`config.mk`:
```
export PLATFORM = sky130hd
export DESIGN_NAME = gselect_branch_predictor_flat
export DESIGN_NICKNAME = d
export VERILOG_FILES = /design/src/hw/rtl/gsbp_pkg.sv /design/src/hw/rtl/gsbp_if.sv /design/src/hw/rtl/gsbp_table.sv /design/src/hw/rtl/gselect_branch_predictor.sv /design/src/flat_wrapper.sv
export SDC_FILE = /design/constraint.sdc
export NUM_CORES = 1
export LEC_CHECK = 0
export BUFFER_PORTS_ARGS = -buffer_cell sky130_fd_sc_hd__buf_2
export CORE_ASPECT_RATIO = 0.8
export CORE_MARGIN = 2
export CORE_UTILIZATION = 30
export DETAILED_ROUTE_END_ITERATION = 10
export PLACE_DENSITY = 0.5
export SKIP_LAST_GASP = 1
export SLEW_MARGIN = 20
export SYNTH_ARGS = -nofsm -noshare
export SYNTH_HDL_FRONTEND = slang
export SYNTH_SLANG_ARGS = --single-unit
```
`constraint.sdc`:
```
create_clock -name clock -period 6.64 [get_ports clock]
set_input_delay 1.328 -clock clock [delete_from_list [all_inputs] [get_ports clock]]
set_output_delay 1.328 -clock clock [all_outputs]
set_load 0.05 [all_outputs]
```
`src/hw/rtl/gsbp_pkg.sv`:
```
// ----------------------------------------------------------------------------
// gsbp_pkg
// Shared types, constants and the counter update function of the
// gselect branch predictor.
// ----------------------------------------------------------------------------
`default_nettype none

package gsbp_pkg;

   localparam int HISTORY_BITS_DEFAULT       = 3;
   localparam int ADDRESS_INDEX_BITS_DEFAULT = 4;
   localparam int INDEX_BITS_DEFAULT         = HISTORY_BITS_DEFAULT
                                               + ADDRESS_INDEX_BITS_DEFAULT;
   localparam int BYTE_OFFSET_BITS           = 2;
   localparam int ADDRESS_BITS               = 32;
   localparam int COUNT_BITS                 = 32;

   typedef logic [1:0] counter_type;

   // weakly not taken
   localparam counter_type COUNTER_RESET = 2'b01;

   localparam logic ACTION_PREDICT = 1'b0;
   localparam logic ACTION_RESOLVE = 1'b1;

   // taken: 00->01, 01->11, 10->11, 11->11
   // not taken: 11->10, others ->00
   function automatic counter_type next_counter(input counter_type c, input logic taken);
      counter_type n;
      unique case (c)
         2'b00:   n = taken ? 2'b01 : 2'b00;
         2'b01:   n = taken ? 2'b11 : 2'b00;
         2'b10:   n = taken ? 2'b11 : 2'b00;
         default: n = taken ? 2'b11 : 2'b10;
      endcase
      return n;
   endfunction

endpackage

`default_nettype wire

```
`src/hw/rtl/gsbp_if.sv`:
```
// ----------------------------------------------------------------------------
// gsbp_req_if / gsbp_rsp_if
// Valid/ready channels for predictor requests and responses.
// ----------------------------------------------------------------------------
`default_nettype none

interface gsbp_req_if
   import gsbp_pkg::*;
#(
   parameter int INDEX_BITS = INDEX_BITS_DEFAULT
);
   logic                    valid;
   logic                    ready;
   logic                    action;
   logic [ADDRESS_BITS-1:0] branch_pc;
   logic [INDEX_BITS-1:0]   resolve_index;
   logic                    actual_taken;

   modport source (
      output valid, action, branch_pc, resolve_index, actual_taken,
      input  ready
   );
   modport sink (
      input  valid, action, branch_pc, resolve_index, actual_taken,
      output ready
   );
endinterface

interface gsbp_rsp_if
   import gsbp_pkg::*;
#(
   parameter int INDEX_BITS = INDEX_BITS_DEFAULT
);
   logic                  valid;
   logic                  ready;
   logic                  predicted_taken;
   logic [INDEX_BITS-1:0] table_index;
   logic                  mispredicted;
   logic [COUNT_BITS-1:0] resolved_count;
   logic [COUNT_BITS-1:0] correct_count;

   modport source (
      output valid, predicted_taken, table_index, mispredicted, resolved_count,
             correct_count,
      input  ready
   );
   modport sink (
      input  valid, predicted_taken, table_index, mispredicted, resolved_count,
             correct_count,
      output ready
   );
endinterface

`default_nettype wire

```
`src/hw/rtl/gsbp_table.sv`:
```
// ----------------------------------------------------------------------------
// gsbp_table
// Counter memory: one synchronous read port, one write port, and a
// clearing sweep after reset that loads every entry with the reset value.
// ----------------------------------------------------------------------------
`default_nettype none

module gsbp_table
   import gsbp_pkg::*;
#(
   parameter int INDEX_BITS = INDEX_BITS_DEFAULT
) (
   input  wire logic                  clock,
   input  wire logic                  reset,
   input  wire logic [INDEX_BITS-1:0] rd_addr,
   output      counter_type           rd_data,
   input  wire logic                  wr_en,
   input  wire logic [INDEX_BITS-1:0] wr_addr,
   input  wire counter_type           wr_data,
   output      logic                  clear_busy
);

   localparam int DEPTH = 1 << INDEX_BITS;

   counter_type           mem_ff [DEPTH];
   counter_type           rd_data_ff;
   logic [INDEX_BITS-1:0] clear_addr_ff, clear_addr_in;
   logic                  clearing_ff, clearing_in;

   logic                  mem_we;
   logic [INDEX_BITS-1:0] mem_waddr;
   counter_type           mem_wdata;

   always_comb begin
      clear_addr_in = clear_addr_ff;
      clearing_in   = clearing_ff;
      if (clearing_ff) begin
         clear_addr_in = clear_addr_ff + 1'b1;
         if (&clear_addr_ff) begin
            clearing_in = 1'b0;
         end
      end
   end

   always_comb begin
      if (clearing_ff) begin
         mem_we    = 1'b1;
         mem_waddr = clear_addr_ff;
         mem_wdata = COUNTER_RESET;
      end else begin
         mem_we    = wr_en;
         mem_waddr = wr_addr;
         mem_wdata = wr_data;
      end
   end

   always_ff @(posedge clock) begin
      if (reset) begin
         clear_addr_ff <= '0;
         clearing_ff   <= 1'b1;
      end else begin
         clear_addr_ff <= clear_addr_in;
         clearing_ff   <= clearing_in;
      end
   end

   always_ff @(posedge clock) begin
      if (mem_we) begin
         mem_ff[mem_waddr] <= mem_wdata;
      end
      rd_data_ff <= mem_ff[rd_addr];
   end

   assign rd_data    = rd_data_ff;
   assign clear_busy = clearing_ff;

endmodule

`default_nettype wire

```
`src/hw/rtl/gselect_branch_predictor.sv`:
```
// ----------------------------------------------------------------------------
// gselect_branch_predictor
// gselect predictor: 2-bit counters indexed by global history joined above
// instruction address bits, with predict and resolve transactions.
// ----------------------------------------------------------------------------
//
//  channel   | dir | handshake     | payload
//  ----------+-----+---------------+------------------------------------------
//  req_chan  | in  | valid / ready | action, branch_pc,
//            |     |               | resolve_index, actual_taken
//  rsp_chan  | out | valid / ready | predicted_taken, table_index, mispredicted,
//            |     |               | resolved_count, correct_count
//
//  A transaction passes through ST_IDLE, where acceptance issues the counter
//  memory read, and ST_LOOKUP, which updates memory/history/totals and loads
//  the response. The single memory read port returns registered data.
//  After reset a clearing pass writes all 2^(HISTORY_BITS+ADDRESS_INDEX_BITS)
//  entries (128 by default); req_chan.ready stays low meanwhile.
//  A request may be accepted while a response waits; the update then holds
//  until the response register frees up.
//
`default_nettype none

module gselect_branch_predictor
   import gsbp_pkg::*;
#(
   parameter int HISTORY_BITS       = HISTORY_BITS_DEFAULT,
   parameter int ADDRESS_INDEX_BITS = ADDRESS_INDEX_BITS_DEFAULT
) (
   input wire logic clock,
   input wire logic reset,
   gsbp_req_if.sink   req_chan,
   gsbp_rsp_if.source rsp_chan
);

   localparam int INDEX_BITS = HISTORY_BITS + ADDRESS_INDEX_BITS;

   // control states
   localparam logic ST_IDLE   = 1'b0;
   localparam logic ST_LOOKUP = 1'b1;

   logic state_ff, state_in;

   // transaction held during lookup
   logic                  action_ff;
   logic                  taken_ff;
   logic [INDEX_BITS-1:0] idx_ff;

   logic [HISTORY_BITS-1:0] history_ff, history_in;
   logic [COUNT_BITS-1:0]   resolved_ff, resolved_in;
   logic [COUNT_BITS-1:0]   correct_ff, correct_in;

   // response register
   logic                  rsp_valid_ff, rsp_valid_in;
   logic                  rsp_pred_ff;
   logic [INDEX_BITS-1:0] rsp_idx_ff;
   logic                  rsp_miss_ff;
   logic [COUNT_BITS-1:0] rsp_resolved_ff;
   logic [COUNT_BITS-1:0] rsp_correct_ff;

   logic                  clear_busy;
   logic                  req_fire;
   logic                  finish;
   logic [INDEX_BITS-1:0] req_idx;
   logic [INDEX_BITS-1:0] rd_addr;
   counter_type           rd_data;
   logic                  miss;
   logic                  wr_en;
   counter_type           wr_data;

   assign req_chan.ready = (state_ff == ST_IDLE) && !clear_busy;
   assign req_fire       = req_chan.valid && req_chan.ready;

   // predict index: history above address bits just past the byte offset
   always_comb begin
      if (req_chan.action == ACTION_RESOLVE) begin
         req_idx = req_chan.resolve_index;
      end else begin
         req_idx = {history_ff,
                    req_chan.branch_pc[BYTE_OFFSET_BITS +: ADDRESS_INDEX_BITS]};
      end
   end

   // keep the read address pointing at the held entry so data stays fresh
   assign rd_addr = req_fire ? req_idx : idx_ff;

   gsbp_table #(
      .INDEX_BITS (INDEX_BITS)
   ) u_table (
      .clock      (clock),
      .reset      (reset),
      .rd_addr    (rd_addr),
      .rd_data    (rd_data),
      .wr_en      (wr_en),
      .wr_addr    (idx_ff),
      .wr_data    (wr_data),
      .clear_busy (clear_busy)
   );

   // lookup completes once the response slot is free
   assign finish  = (state_ff == ST_LOOKUP) && (!rsp_valid_ff || rsp_chan.ready);
   assign miss    = (action_ff == ACTION_RESOLVE) && (rd_data[1] != taken_ff);
   assign wr_en   = finish && (action_ff == ACTION_RESOLVE);
   assign wr_data = next_counter(rd_data, taken_ff);

   always_comb begin
      state_in    = state_ff;
      history_in  = history_ff;
      resolved_in = resolved_ff;
      correct_in  = correct_ff;
      unique case (state_ff)
         ST_IDLE: begin
            if (req_fire) begin
               state_in = ST_LOOKUP;
            end
         end
         default: begin
            if (finish) begin
               state_in = ST_IDLE;
               if (action_ff == ACTION_RESOLVE) begin
                  // outcome enters history from the top
                  history_in                 = history_ff >> 1;
                  history_in[HISTORY_BITS-1] = taken_ff;
                  resolved_in                = resolved_ff + 1'b1;
                  if (!miss) begin
                     correct_in = correct_ff + 1'b1;
                  end
               end
            end
         end
      endcase
   end

   always_comb begin
      rsp_valid_in = rsp_valid_ff;
      if (finish) begin
         rsp_valid_in = 1'b1;
      end else if (rsp_chan.ready) begin
         rsp_valid_in = 1'b0;
      end
   end

   always_ff @(posedge clock) begin
      if (reset) begin
         state_ff     <= ST_IDLE;
         history_ff   <= '0;
         resolved_ff  <= '0;
         correct_ff   <= '0;
         rsp_valid_ff <= 1'b0;
      end else begin
         state_ff     <= state_in;
         history_ff   <= history_in;
         resolved_ff  <= resolved_in;
         correct_ff   <= correct_in;
         rsp_valid_ff <= rsp_valid_in;
      end
   end

   always_ff @(posedge clock) begin
      if (req_fire) begin
         action_ff <= req_chan.action;
         taken_ff  <= req_chan.actual_taken;
         idx_ff    <= req_idx;
      end
      if (finish) begin
         rsp_pred_ff     <= rd_data[1];
         rsp_idx_ff      <= idx_ff;
         rsp_miss_ff     <= miss;
         rsp_resolved_ff <= resolved_in;
         rsp_correct_ff  <= correct_in;
      end
   end

   assign rsp_chan.valid           = rsp_valid_ff;
   assign rsp_chan.predicted_taken = rsp_pred_ff;
   assign rsp_chan.table_index     = rsp_idx_ff;
   assign rsp_chan.mispredicted    = rsp_miss_ff;
   assign rsp_chan.resolved_count  = rsp_resolved_ff;
   assign rsp_chan.correct_count   = rsp_correct_ff;

endmodule

`default_nettype wire
```
`src/flat_wrapper.sv`:
```
// flat-port wrapper written by rule: the top's interface ports become plain ports
module gselect_branch_predictor_flat import gsbp_pkg::*;
#(
   parameter int HISTORY_BITS       = HISTORY_BITS_DEFAULT,
   parameter int ADDRESS_INDEX_BITS = ADDRESS_INDEX_BITS_DEFAULT
)
  (clock, reset, req_chan_valid, req_chan_action, req_chan_branch_pc, req_chan_resolve_index, req_chan_actual_taken, req_chan_ready, rsp_chan_valid, rsp_chan_predicted_taken, rsp_chan_table_index, rsp_chan_mispredicted, rsp_chan_resolved_count, rsp_chan_correct_count, rsp_chan_ready);
  gsbp_req_if req_chan_i ();
  gsbp_rsp_if rsp_chan_i ();
  input wire logic clock;
  input wire logic reset;
  input wire logic [$bits(req_chan_i.valid)-1:0] req_chan_valid;
  input wire logic [$bits(req_chan_i.action)-1:0] req_chan_action;
  input wire logic [$bits(req_chan_i.branch_pc)-1:0] req_chan_branch_pc;
  input wire logic [$bits(req_chan_i.resolve_index)-1:0] req_chan_resolve_index;
  input wire logic [$bits(req_chan_i.actual_taken)-1:0] req_chan_actual_taken;
  output wire logic [$bits(req_chan_i.ready)-1:0] req_chan_ready;
  output wire logic [$bits(rsp_chan_i.valid)-1:0] rsp_chan_valid;
  output wire logic [$bits(rsp_chan_i.predicted_taken)-1:0] rsp_chan_predicted_taken;
  output wire logic [$bits(rsp_chan_i.table_index)-1:0] rsp_chan_table_index;
  output wire logic [$bits(rsp_chan_i.mispredicted)-1:0] rsp_chan_mispredicted;
  output wire logic [$bits(rsp_chan_i.resolved_count)-1:0] rsp_chan_resolved_count;
  output wire logic [$bits(rsp_chan_i.correct_count)-1:0] rsp_chan_correct_count;
  input wire logic [$bits(rsp_chan_i.ready)-1:0] rsp_chan_ready;
  assign req_chan_i.valid = req_chan_valid;
  assign req_chan_i.action = req_chan_action;
  assign req_chan_i.branch_pc = req_chan_branch_pc;
  assign req_chan_i.resolve_index = req_chan_resolve_index;
  assign req_chan_i.actual_taken = req_chan_actual_taken;
  assign req_chan_ready = req_chan_i.ready;
  assign rsp_chan_valid = rsp_chan_i.valid;
  assign rsp_chan_predicted_taken = rsp_chan_i.predicted_taken;
  assign rsp_chan_table_index = rsp_chan_i.table_index;
  assign rsp_chan_mispredicted = rsp_chan_i.mispredicted;
  assign rsp_chan_resolved_count = rsp_chan_i.resolved_count;
  assign rsp_chan_correct_count = rsp_chan_i.correct_count;
  assign rsp_chan_i.ready = rsp_chan_ready;
  gselect_branch_predictor #(.HISTORY_BITS(HISTORY_BITS), .ADDRESS_INDEX_BITS(ADDRESS_INDEX_BITS)) u_core (.clock(clock), .reset(reset), .req_chan(req_chan_i), .rsp_chan(rsp_chan_i));
endmodule
```
==> results_dict.tcl <==
set metrics [dict create \
    yosys.cell_types.count 64 \
    synth_edf_count 331 \
    regToRegEndpoint "u_core.u_table.rd_data[1]$_DFF_P_" \
    drt_pass1_iterations 5 \
    synth_cells 1332 \
    grt_pass1_vias 10600 \
    postRouteWirelength_microns 43200 \
    relSlewSlack 0.248 \
    worst_setup_path_end_kind "register" \
    vias 10700 \
    grt_pass1_wl_microns 65600 \
    dpl.hpwl_microns 26900 \
    power.total_mw 5.68 \
    r2r_slack_ns 2.62 \
    drc 0 \
    setup_viol 0 \
    yosys.area_share.xor_xnor 0.0344 \
    holdPathStages 2 \
    whs_endpoint "u_core.history_ff[1]$_SDFFE_PP0P_" \
    worstMarginPinSlew_ns 1.12 \
    cts_hold_buf 0 \
    clk_path_buf_depth 3 \
    max_freq_ghz 0.231 \
    rows 78 \
    startpoint_type "input port" \
    dp.cells 2141 \
    worstSetupPathType "input port to register" \
    synth_top_family_by_area "simple AND/OR/NAND/NOR gates" \
    ys_async_sr_fraction 0 \
    area_growth_pct 15.8 \
    utilization 0.350 \
    drv_cap 0 \
    port_buffers 91 \
    clock_latency_ns 0.56 \
    die_w_microns 271 \
    cts_resized 0 \
    whs_ns 0.483 \
    worstHoldPathType "register to register" \
    root_buffer "clkbuf_16" \
    cp_max_fo 114 \
    drt-initial-drc-count 926 \
    synth_area_sq_mm 0.0171 \
    ys_seq_elements 417 \
    crit_required_ns 7.08 \
    fin_setup_tns_ns 0 \
    synth_fa_ha_area_frac 0.00294 \
    final_nets 1476 \
    numCtsBuffers 44 \
    layout-drive-gt1-share 0.142 \
    antenna_found_initial 0 \
    synthMuxAreaShare 0.0566 \
    fin_cells 2220 \
    die_h_microns 217 \
    reg2reg_depth 11 \
    r2r_start "u_core.state_ff$_SDFF_PP0_" \
    clk_pin_slew_ns 0.06 \
    status "finished, final reports clean" \
    grt_max_degree 115 \
    syn_avg_cell_area_sq_um 12.8 \
    fin_skew_ns 0.0190 \
    wire_per_inst_microns 19.5 \
    min_period_ns 4.33 \
    rsz0062_at_grt "no" \
    diodes 0 \
    htreeDepth 2 \
    cts_setup_buffers 0 \
    yosysSeqAreaShare 0.684 \
    leakage_nw 6.66 \
    min_from "u_core.history_ff[1]$_SDFFE_PP0P_" \
    power_density_mw_per_mm2 288 \
    arrival_ns 4.77 \
    ir_worst_vdd_uv 164 \
    drtAntennaViolNets 0 \
    synthFlopType "edfxtp_1" \
    gp_congestion 0.778 \
    io_pins 120 \
    core-area_sq_mm 0.0564 \
    final_hold_viol_count 0 \
    synth-compound-area-share 0.0536 \
    gr-total-overflow 0 \
    drv_slew 0 \
    vias_per_cell 4.83 \
    fin_crit_sh 0.652 \
    gr-usage-all-layers 0.146 \
    synth_nets 1381 \
    cts_tree "done" \
    die-area_sq_mm 0.0588 \
    yosysWarnings 0 \
    synth-simple-area-share 0.144 \
    start_util 0.302 \
    clock-sinks 417 \
]
routing by layer:
| layer | global-route usage | share of wire | vias to the layer above | routed length [microns] |
|---|---|---|---|---|
| li1 | - | - | 5024 | - |
| met1 | 0.209 | 0.47 | 5359 | 20300 |
| met3 | 0.0289 | 0.065 | 56 | 2790 |
| met4 | 0.0400 | 0.017 | 0 | 755 |
| met2 | 0.224 | 0.45 | 275 | 19400 |
| met5 | 0 | 0 | - | 0 |
cell usage after synthesis (all sizes together) (8+ instances only):
cell | n | area share
dfxtp | 86 | 0.10
and3 | 12 | 0.0044
nor4 | 33 | 0.013
o32ai | 10 | 0.0051
mux2 | 17 | 0.011
clkbuf | 35 | 0.0077
o21ai | 10 | 0.0029
nor2b | 66 | 0.024
mux2i | 73 | 0.044
xnor2 | 42 | 0.022
a221oi | 8 | 0.0041
xor2 | 25 | 0.013
nor3 | 13 | 0.0041
nand4 | 11 | 0.0044
inv | 27 | 0.0064
o22ai | 28 | 0.010
edfxtp | 331 | 0.58
a21oi | 54 | 0.016
buf | 25 | 0.010
nor2 | 167 | 0.037
nand3 | 31 | 0.0091
nand2 | 166 | 0.037
worst max-delay path: stages:
cell and delay, ns:
buf_2 0.07, or3b_1 0.59, inv_8 0.26, mux2i_4 0.30, buf_12 0.51, mux2i_1 0.26
o22ai_1 0.13, nor4_1 0.63, nor4_1 0.09, nor4_1 0.34, nor3_1 0.11
flip-flops by register name, summed over array words and instances (netlist names), 2 cells and up:
signal / cells
u_core.resolved_ff: 32
u_core.rsp_chan.resolved_count: 32
u_core.idx_ff: 7
u_core.rsp_chan.correct_count: 32
u_core.history_ff: 3
u_core.u_table.mem_ff: 256
u_core.rsp_chan.table_index: 7
u_core.u_table.rd_data: 2
u_core.correct_ff: 32
u_core.u_table.clear_addr_ff: 7
metrics by stage:
step / setup WS [ns] / cell area, sq um
2_1_floorplan: 1.42 / 17100
3_3_place_gp: 1.81 / 18300
3_5_place_dp: 1.77 / 18300
4_1_cts: 2.36 / 19700
5_1_grt: 2.12 / 19700
6_report: 2.31 / 19700
where the power goes:
part	leakage, nW	internal (mW)	total, mW	switching [mW]
Clock	0.674	1.39	2.40	1.01
Sequential	3.56	2.80	2.82	0.0248
Combinational	2.42	0.141	0.456	0.315
logic make-up after synthesis:
family / Yosys count
AOI/OAI and AO/OA: 140
adders and majority gates: 4
buffers and inverters: 88
muxes: 91
DFF: 417
and+or+nand+nor: 525
xor gates and xnor gates: 67
worst max-delay path by stage:
| stage | start | endpoint | slack [ns] | cells after the start |
|---|---|---|---|---|
| 6_report | req_chan_valid | u_core.u_table.rd_data[1]$_DFF_P_ | 2.31 | 11 |
| 3_5_place_dp | req_chan_valid | u_core.u_table.rd_data[1]$_DFF_P_ | 1.77 | 12 |
| 4_1_cts | req_chan_valid | u_core.u_table.rd_data[1]$_DFF_P_ | 2.36 | 12 |
| 5_1_grt | req_chan_valid | u_core.u_table.rd_data[1]$_DFF_P_ | 2.12 | 11 |
| 2_1_floorplan | rsp_chan_ready | u_core.rsp_chan.resolved_count[1]$_DFFE_PP_ | 1.42 | 5 |
| 3_3_place_gp | req_chan_valid | u_core.u_table.rd_data[1]$_DFF_P_ | 1.81 | 12 |
layout by cell type (no fill, tap or decap), drive strengths merged, types with 4 or more instances in the layout:
cell type	count
a21oi	54
a221oi	8
and2	6
and3	12
buf	109
clkbuf	59
clkinv	15
dfxtp	86
edfxtp	331
ha	4
inv	28
mux2	17
mux2i	73
nand2	166
nand2b	6
nand3	31
nand4	11
nor2	167
nor2b	66
nor3	13
nor4	33
o21ai	10
o221ai	4
o22ai	28
o31ai	4
o32ai	10
xnor2	42
xor2	25
cell type report:
type / instances / area [sq um]
Clock buffer: 59 / 1250
Clock inverter: 20 / 148
Fill cell: 5637 / 36700
Inverter: 28 / 113
Multi-Input combinational cell: 827 / 5020
Sequential cell: 417 / 11700
Tap cell: 760 / 951
Timing Repair Buffer: 109 / 603
Power figures use the tool's default switching activity.
